--- src/rtl/core/rrgc_pkg.sv ---
package rrgc_pkg;

  localparam int unsigned ChanW    = 8;
  localparam int unsigned GainW    = 16;
  localparam int unsigned WidthW   = 13;
  localparam int unsigned BoundW   = 12;
  localparam int unsigned ApbDataW = 32;
  localparam int unsigned ApbAddrW = 5;

  localparam logic [GainW-1:0] GAIN_ONE = 16'd256;
  localparam logic [ChanW-1:0] CHAN_MAX = 8'd255;

  typedef enum logic [2:0] {
    REG_IMAGE_WIDTH = 3'd0,
    REG_COL_FIRST   = 3'd1,
    REG_COL_LAST    = 3'd2,
    REG_ROW_FIRST   = 3'd3,
    REG_ROW_LAST    = 3'd4,
    REG_GAIN_RED    = 3'd5,
    REG_GAIN_GREEN  = 3'd6,
    REG_GAIN_BLUE   = 3'd7
  } reg_idx_e;

  typedef struct packed {
    logic             frame_start;
    logic [ChanW-1:0] blue_in;
    logic [ChanW-1:0] green_in;
    logic [ChanW-1:0] red_in;
  } pix_in_t;

  typedef struct packed {
    logic [ChanW-1:0] blue_out;
    logic [ChanW-1:0] green_out;
    logic [ChanW-1:0] red_out;
    logic             in_region;
  } pix_out_t;

endpackage

--- src/rtl/core/rrgc_gain.sv ---
module rrgc_gain (
  input  logic [rrgc_pkg::ChanW-1:0] chan_i,
  input  logic [rrgc_pkg::GainW-1:0] gain_i,
  output logic [rrgc_pkg::ChanW-1:0] chan_o
);
  import rrgc_pkg::*;

  logic [ChanW-1:0]       v;
  logic [ChanW+GainW-1:0] prod;

  always_comb begin
    v = chan_i;
    if (chan_i == '0 && gain_i != GAIN_ONE) begin
      v = ChanW'(1);
    end
    prod = (ChanW+GainW)'(v) * (ChanW+GainW)'(gain_i);
    if (prod[ChanW+GainW-1:2*ChanW] != '0) begin
      chan_o = CHAN_MAX;
    end else begin
      chan_o = prod[2*ChanW-1:ChanW];
    end
  end

endmodule

--- src/rtl/core/region_rgb_gain_clamp.sv ---
// Applies a separate unsigned 8.8 gain to the red, green and blue channels of
// every pixel inside a programmable rectangle of a raster stream, truncating
// and saturating each channel at 255; pixels outside pass unchanged with
// in_region low. Pixels arrive row by row, left to right, and a pixel
// with frame_start set is taken as column 0, row 0. One pixel is accepted
// every clock while the output is not stalled; each pixel passes through the
// position and region stage and then the three gain multipliers that feed
// the output register. Registers on the APB port must be written by the user
// only while no pixel is in flight; the block itself does not enforce this.
module region_rgb_gain_clamp #(
  parameter int unsigned MAX_WIDTH  = 4096,
  parameter int unsigned MAX_HEIGHT = 4096
) (
  input  logic                          clk_i,
  input  logic                          rst_ni,
  input  logic                          in_valid_i,
  output logic                          in_stall_o,
  input  rrgc_pkg::pix_in_t             in_data_i,
  output logic                          out_valid_o,
  input  logic                          out_stall_i,
  output rrgc_pkg::pix_out_t            out_data_o,
  input  logic                          psel,
  input  logic                          penable,
  input  logic                          pwrite,
  input  logic [rrgc_pkg::ApbAddrW-1:0] paddr,
  input  logic [rrgc_pkg::ApbDataW-1:0] pwdata,
  output logic [rrgc_pkg::ApbDataW-1:0] prdata,
  output logic                          pready
);
  import rrgc_pkg::*;

  localparam int unsigned ColW = (MAX_WIDTH > 2) ? $clog2(MAX_WIDTH) : 1;
  localparam int unsigned RowW = (MAX_HEIGHT > 2) ? $clog2(MAX_HEIGHT) : 1;
  localparam int unsigned CmpW = (ColW + 1 > WidthW) ? ColW + 1 : WidthW;
  localparam int unsigned CbW  = (ColW > BoundW) ? ColW : BoundW;
  localparam int unsigned RbW  = (RowW > BoundW) ? RowW : BoundW;

  // configuration registers
  logic [WidthW-1:0] image_width_q;
  logic [BoundW-1:0] col_first_q, col_last_q, row_first_q, row_last_q;
  logic [GainW-1:0]  gain_red_q, gain_green_q, gain_blue_q;
  reg_idx_e          reg_idx;
  logic              cfg_write;

  assign pready    = 1'b1;
  assign reg_idx   = reg_idx_e'(paddr[ApbAddrW-1:2]);
  assign cfg_write = psel && penable && pwrite && pready;

  always_ff @(posedge clk_i or negedge rst_ni) begin
    if (!rst_ni) begin
      image_width_q <= WidthW'(1);
      col_first_q   <= '0;
      col_last_q    <= '0;
      row_first_q   <= '0;
      row_last_q    <= '0;
      gain_red_q    <= GAIN_ONE;
      gain_green_q  <= GAIN_ONE;
      gain_blue_q   <= GAIN_ONE;
    end else if (cfg_write) begin
      case (reg_idx)
        REG_IMAGE_WIDTH: image_width_q <= pwdata[WidthW-1:0];
        REG_COL_FIRST:   col_first_q   <= pwdata[BoundW-1:0];
        REG_COL_LAST:    col_last_q    <= pwdata[BoundW-1:0];
        REG_ROW_FIRST:   row_first_q   <= pwdata[BoundW-1:0];
        REG_ROW_LAST:    row_last_q    <= pwdata[BoundW-1:0];
        REG_GAIN_RED:    gain_red_q    <= pwdata[GainW-1:0];
        REG_GAIN_GREEN:  gain_green_q  <= pwdata[GainW-1:0];
        REG_GAIN_BLUE:   gain_blue_q   <= pwdata[GainW-1:0];
        default: ;
      endcase
    end
  end

  always_comb begin
    case (reg_idx)
      REG_IMAGE_WIDTH: prdata = ApbDataW'(image_width_q);
      REG_COL_FIRST:   prdata = ApbDataW'(col_first_q);
      REG_COL_LAST:    prdata = ApbDataW'(col_last_q);
      REG_ROW_FIRST:   prdata = ApbDataW'(row_first_q);
      REG_ROW_LAST:    prdata = ApbDataW'(row_last_q);
      REG_GAIN_RED:    prdata = ApbDataW'(gain_red_q);
      REG_GAIN_GREEN:  prdata = ApbDataW'(gain_green_q);
      REG_GAIN_BLUE:   prdata = ApbDataW'(gain_blue_q);
      default:         prdata = '0;
    endcase
  end

  // pipeline control
  logic    s1_valid_q;
  pix_in_t s1_pix_q;
  logic    s1_inside_q;
  logic    advance;
  logic    in_accept;

  assign advance    = !out_valid_o || !out_stall_i;
  assign in_stall_o = s1_valid_q && !advance;
  assign in_accept  = in_valid_i && !in_stall_o;

  // position and region
  logic [ColW-1:0] col_q, col_d, col_cur;
  logic [RowW-1:0] row_q, row_d, row_cur;
  logic [ColW:0]   next_col;
  logic            wrap;
  logic            in_rect;

  always_comb begin
    col_cur = in_data_i.frame_start ? '0 : col_q;
    row_cur = in_data_i.frame_start ? '0 : row_q;
    next_col = (ColW+1)'(col_cur) + (ColW+1)'(1);
    wrap = (CmpW'(next_col) >= CmpW'(image_width_q)) ||
           (CmpW'(next_col) >= CmpW'(MAX_WIDTH));
    if (wrap) begin
      col_d = '0;
      row_d = (row_cur == RowW'(MAX_HEIGHT - 1)) ? '0 : row_cur + RowW'(1);
    end else begin
      col_d = next_col[ColW-1:0];
      row_d = row_cur;
    end
    in_rect = (RbW'(row_cur) >= RbW'(row_first_q)) && (RbW'(row_cur) <= RbW'(row_last_q)) &&
              (CbW'(col_cur) >= CbW'(col_first_q)) && (CbW'(col_cur) <= CbW'(col_last_q));
  end

  always_ff @(posedge clk_i or negedge rst_ni) begin
    if (!rst_ni) begin
      col_q      <= '0;
      row_q      <= '0;
      s1_valid_q <= 1'b0;
    end else begin
      if (in_accept) begin
        col_q <= col_d;
        row_q <= row_d;
      end
      if (advance || !s1_valid_q) begin
        s1_valid_q <= in_accept;
      end
    end
  end

  always_ff @(posedge clk_i) begin
    if (in_accept) begin
      s1_pix_q    <= in_data_i;
      s1_inside_q <= in_rect;
    end
  end

  // gain stage
  logic [ChanW-1:0] blue_g, green_g, red_g;
  pix_out_t         res;
  logic             out_valid_q;
  pix_out_t         out_data_q;

  rrgc_gain u_gain_blue (
    .chan_i (s1_pix_q.blue_in),
    .gain_i (gain_blue_q),
    .chan_o (blue_g)
  );

  rrgc_gain u_gain_green (
    .chan_i (s1_pix_q.green_in),
    .gain_i (gain_green_q),
    .chan_o (green_g)
  );

  rrgc_gain u_gain_red (
    .chan_i (s1_pix_q.red_in),
    .gain_i (gain_red_q),
    .chan_o (red_g)
  );

  always_comb begin
    res.in_region = s1_inside_q;
    if (s1_inside_q) begin
      res.blue_out  = blue_g;
      res.green_out = green_g;
      res.red_out   = red_g;
    end else begin
      res.blue_out  = s1_pix_q.blue_in;
      res.green_out = s1_pix_q.green_in;
      res.red_out   = s1_pix_q.red_in;
    end
  end

  always_ff @(posedge clk_i or negedge rst_ni) begin
    if (!rst_ni) begin
      out_valid_q <= 1'b0;
    end else if (advance) begin
      out_valid_q <= s1_valid_q;
    end
  end

  always_ff @(posedge clk_i) begin
    if (advance && s1_valid_q) begin
      out_data_q <= res;
    end
  end

  assign out_valid_o = out_valid_q;
  assign out_data_o  = out_data_q;

endmodule

--- config.mk ---
export PLATFORM = sky130hd
export DESIGN_NAME = region_rgb_gain_clamp
export DESIGN_NICKNAME = d
export VERILOG_FILES = /design/src/rtl/core/rrgc_pkg.sv /design/src/rtl/core/rrgc_gain.sv /design/src/rtl/core/region_rgb_gain_clamp.sv
export SDC_FILE = /design/constraint.sdc
export NUM_CORES = 1
export LEC_CHECK = 0
export ABC_CLOCK_PERIOD_IN_PS = 13300
export BUFFER_PORTS_ARGS = -buffer_cell sky130_fd_sc_hd__buf_2
export CAP_MARGIN = 25
export CORE_MARGIN = 2
export CORE_UTILIZATION = 60
export CTS_CLUSTER_SIZE = 20
export DETAILED_ROUTE_END_ITERATION = 10
export HOLD_SLACK_MARGIN = 0.05
export PLACE_DENSITY_LB_ADDON = 0.08
export RECOVER_POWER = 25
export REMOVE_ABC_BUFFERS = 1
export SYNTH_ARGS = -nofsm -noshare
export SYNTH_HDL_FRONTEND = slang
export SYNTH_SLANG_ARGS = --single-unit
--- constraint.sdc ---
create_clock -name clk_i -period 13.3 [get_ports clk_i]
set_input_delay 0.665 -clock clk_i [delete_from_list [all_inputs] [get_ports clk_i]]
set_output_delay 0.665 -clock clk_i [all_outputs]
set_load 0.01 [all_outputs]
==> metrics.json <==
{
  "postRouteAntennaNets": 0,
  "timing.hold.worst.class": "in2reg",
  "worst_ir_drop_vdd_mv": 0.126,
  "synth_top_family_by_area": "adder cells",
  "combinationalPowerShare_pct": 66.8,
  "number_of_instances_in_the_synthesized_netlist": 2352,
  "cts_hold_repair.buffers": 0,
  "post-route-worst-setup-slack_ps": 6990,
  "critical_path_required_ps": 13490,
  "synth.most_common_cell": "sky130_fd_sc_hd__inv_1",
  "synth_commonest_cells": "315 x sky130_fd_sc_hd__inv_1, 263 x sky130_fd_sc_hd__and2_1, 249 x sky130_fd_sc_hd__fa_1, 210 x sky130_fd_sc_hd__nand2_1, 186 x sky130_fd_sc_hd__ha_1",
  "total_power_consumption_of_the_routed_design_mw": 4.21,
  "setup_total_negative_slack_ps": 0,
  "timing.critical_path.from_type": "register",
  "number_of_distinct_library_cells_after_synthesis": 71,
  "end_point_of_the_most_critical_hold_path": "s1_pix_q[2]",
  "synth-main-ff-cell": "sky130_fd_sc_hd__dfrtp_1",
  "utilization_pct": 64.7,
  "cp.arrival_ps": 6510,
  "synth-seq-area-share_pct": 22.5,
  "p_int_mw": 2.18,
  "finalSetupViolCount": 0,
  "synth_enable_flop_cells": 50,
  "placedCellCount": 2802,
  "fp.dieArea_um2": 37800,
  "p_leak_nw": 11.2,
  "clk_root_buffer_cell": "sky130_fd_sc_hd__clkbuf_16",
  "post_synth_instance_area_um2": 21700,
  "critical_path.reg2reg.startpoint": "gain_red_q[8]",
  "num_vias": 16710,
  "cts_htree_levels": 4,
  "power_density_nw_per_um2": 183,
  "max_slew_margin_pct": -96.7,
  "cts_made_buffers": 17,
  "cts.repair_timing.setup_buffer_count": 0,
  "layoutNonFillerInstCount": 2836,
  "gr-usage-met2_pct": 53.1,
  "remaining_drc_errors": 6,
  "min_delay_path_depth": 1,
  "synthDominantAreaCellType": "sky130_fd_sc_hd__fa_1",
  "final_net_count": 2866,
  "status": "finished with violations",
  "area_growth_pct": 6.11,
  "detail_route.vias_per_cell": 5.89,
  "place_worst_setup_slack_ps": 7090,
  "hold_violations": 0,
  "crit_end_element": "register",
  "top_usage_layer": "met2",
  "worst-path-max-fanout": 14,
  "maxClockFrequency_ghz": 0.158,
  "failing_checks": "DRC, capacitance limit, slew limit",
  "clock_path_buffers": 2,
  "grt_setup_unrepaired": "false",
  "post_synth_and_or_nand_nor_area_fraction_pct": 18.7,
  "grt_use_met3_pct": 4.81,
  "die_y_um": 194,
  "fin_area_um2": 23100,
  "clock_skew_ps": 14.1,
  "clock_sinks": 185,
  "power.share.switching_pct": 48.3,
  "asyncSetResetFlopFracSynth_pct": 73.0,
  "yosys_warnings": 0,
  "post_synth_xor_area_fraction_pct": 1.77,
  "ys_seq_elements": 185,
  "wirelength_mm": 55.5,
  "use_met1_pct": 40.9,
  "rr_endpoint": "out_data_o[7]",
  "timing.final.max_slew_violations": 109,
  "floorplan.initialDensity_pct": 61.0,
  "tritoncts": "done",
  "numPortBuffers": 93,
  "wl_per_cell_um": 19.6,
  "drive_above_1_share_pct": 9.31,
  "final_min_period_over_clock_period_pct": 47.5,
  "antenna_cells": 0,
  "dr.pass1.iters": 9,
  "worst-r2r-setup-slack_ps": 6990,
  "core-area_um2": 35700,
  "min-delay-start": "in_data_i[2]",
  "max_cap_viol_count": 3,
  "critical_path_class": "reg2reg",
  "number_of_antenna_violations_at_the_first_check_in_global_routing": 0,
  "cts_resized": 0,
  "grt_pass1_vias": 17792,
  "postSynthAreaPerCell_um2": 9.24,
  "drt_iter0_drc": 1010,
  "pwr-share-seq_pct": 20.1,
  "detailedPlacementHpwl_mm": 41.1,
  "synth-compound-area-share_pct": 11.2,
  "groute.usage.overall_pct": 30.8,
  "p_sw_mw": 2.03,
  "finalWeightedCongestion": 0.913,
  "synth.top_cells.by_area": "sky130_fd_sc_hd__fa_1 23%, sky130_fd_sc_hd__dfrtp_1 15%, sky130_fd_sc_hd__ha_1 11%",
  "clkLatencyLatePin_ps": 460,
  "worst_pin_slew_ps": 2950,
  "grt_first_pass_wirelength_mm": 92.7,
  "post-route-min-period_ps": 6310,
  "rr_worst_depth": 20,
  "dieWidth_um": 194,
  "placed_area_um2": 22500,
  "globalRouteOverflowTotal": 0,
  "synth_top_cell_area_share_pct": 22.9,
  "grt_start_max_net_pins": 65,
  "muxShareOfSynthArea_pct": 4.05,
  "floorplan.io_pins": 129,
  "clock_network_power_share_pct": 13.1,
  "placement_rows": 69,
  "cts.reportedPaths.clkPinSlew_ps": 80,
  "synth_adder_area_share_pct": 33.6,
  "hold_slack_ps": 380
}
==> how the worst max path moves through the flow <==
| stage | startpoint | to | slack, ps | cells past startpoint |
|---|---|---|---|---|
| after floorplan | gain_blue_q[8] | out_data_o[17] | 7500 | 19 |
| after global placement | gain_red_q[8] | out_data_o[8] | 7150 | 20 |
| after detailed placement | gain_red_q[8] | out_data_o[7] | 7090 | 20 |
| after CTS | gain_red_q[8] | out_data_o[7] | 7020 | 20 |
| after global routing | gain_red_q[8] | out_data_o[7] | 6350 | 20 |
| final | gain_red_q[8] | out_data_o[7] | 6990 | 20 |
==> worst max-delay path, stage by stage (launching register included) <==
cell and delay [ps]:
sky130_fd_sc_hd__dfstp_2 710, sky130_fd_sc_hd__nor4b_1 270, sky130_fd_sc_hd__nand4_1 110, sky130_fd_sc_hd__a31oi_1 150, sky130_fd_sc_hd__buf_4 240, sky130_fd_sc_hd__nor2b_1 100, sky130_fd_sc_hd__fa_1 520, sky130_fd_sc_hd__fa_1 560
sky130_fd_sc_hd__inv_1 50, sky130_fd_sc_hd__fa_1 470, sky130_fd_sc_hd__inv_1 40, sky130_fd_sc_hd__ha_1 300, sky130_fd_sc_hd__nand3_1 100, sky130_fd_sc_hd__nor4_1 460, sky130_fd_sc_hd__o31ai_2 200, sky130_fd_sc_hd__a2111oi_0 650
sky130_fd_sc_hd__o2111ai_1 240, sky130_fd_sc_hd__a21oi_1 240, sky130_fd_sc_hd__o2111ai_1 160, sky130_fd_sc_hd__a21oi_2 340, sky130_fd_sc_hd__a21oi_1 130
==> cell type report <==
cell class | instances | area [µm²]
clock buffers | 19 | 464
inverters | 317 | 1190
clock inverters | 13 | 156
repair buffers | 113 | 636
fillers | 2950 | 12600
multi-input cells | 1728 | 15200
flip-flops and latches | 185 | 4880
well taps | 461 | 577
==> layout by cell type (no fill, tap or decap), types with 17 or more instances in the layout <==
| master | netlist | routed |
|---|---|---|
| sky130_fd_sc_hd__inv_1 | 315 | 315 |
| sky130_fd_sc_hd__and2_1 | 263 | 263 |
| sky130_fd_sc_hd__fa_1 | 249 | 249 |
| sky130_fd_sc_hd__nand2_1 | 210 | 210 |
| sky130_fd_sc_hd__ha_1 | 186 | 186 |
| sky130_fd_sc_hd__dfrtp_1 | 131 | 131 |
| sky130_fd_sc_hd__o21ai_0 | 113 | 113 |
| sky130_fd_sc_hd__nor2_1 | 93 | 93 |
| sky130_fd_sc_hd__buf_2 | 2 | 92 |
| sky130_fd_sc_hd__a21oi_1 | 86 | 86 |
| sky130_fd_sc_hd__nor2b_1 | 77 | 77 |
| sky130_fd_sc_hd__mux2_2 | 58 | 58 |
| sky130_fd_sc_hd__edfxtp_1 | 50 | 50 |
| sky130_fd_sc_hd__a21o_1 | 39 | 39 |
| sky130_fd_sc_hd__nand4_1 | 27 | 27 |
| sky130_fd_sc_hd__nand3_1 | 26 | 26 |
| sky130_fd_sc_hd__xnor2_1 | 25 | 25 |
| sky130_fd_sc_hd__o22a_1 | 19 | 19 |
| sky130_fd_sc_hd__xor2_1 | 19 | 19 |
| sky130_fd_sc_hd__clkbuf_16 | 0 | 18 |
| sky130_fd_sc_hd__nor4_1 | 17 | 17 |
| sky130_fd_sc_hd__conb_1 | 2 | 17 |
==> registers in the layout, indices dropped and copies added (netlist names), 13 cells and up <==
register,flops
out_data_o,25
s1_pix_q,24
gain_blue_q,16
gain_green_q,16
gain_red_q,16
image_width_q,13
==> routing by layer <==
layer,vias up,wire (µm),share of wire [%]
li1,7699,-,-
met4,0,1240,2.2
met5,-,0,0
met1,8393,24000,43
met2,536,27100,49
met3,82,3170,5.7
==> logic make-up (layout without fill, tap and decap cells) <==
logic type      count (synthesis)  after routing
buf+inv                       454            462
fa+ha+maj                     435            435
compound gates                379            379
simple gates                  776            776
other cells                     2             17
xor+xnor                       44             44
mux                            77             77
flops                         185            185
==> power by group through the flow <==
stage	Clock [mW]	Combinational [mW]	Sequential [mW]
floorplan	0	2.18	0.781
global placement	0	2.71	0.851
detailed placement	0	2.79	0.854
CTS	0.560	2.83	0.842
global route	0.583	3.24	0.861
finish	0.552	2.81	0.846
No activity file was read; power rests on OpenSTA's default activity.
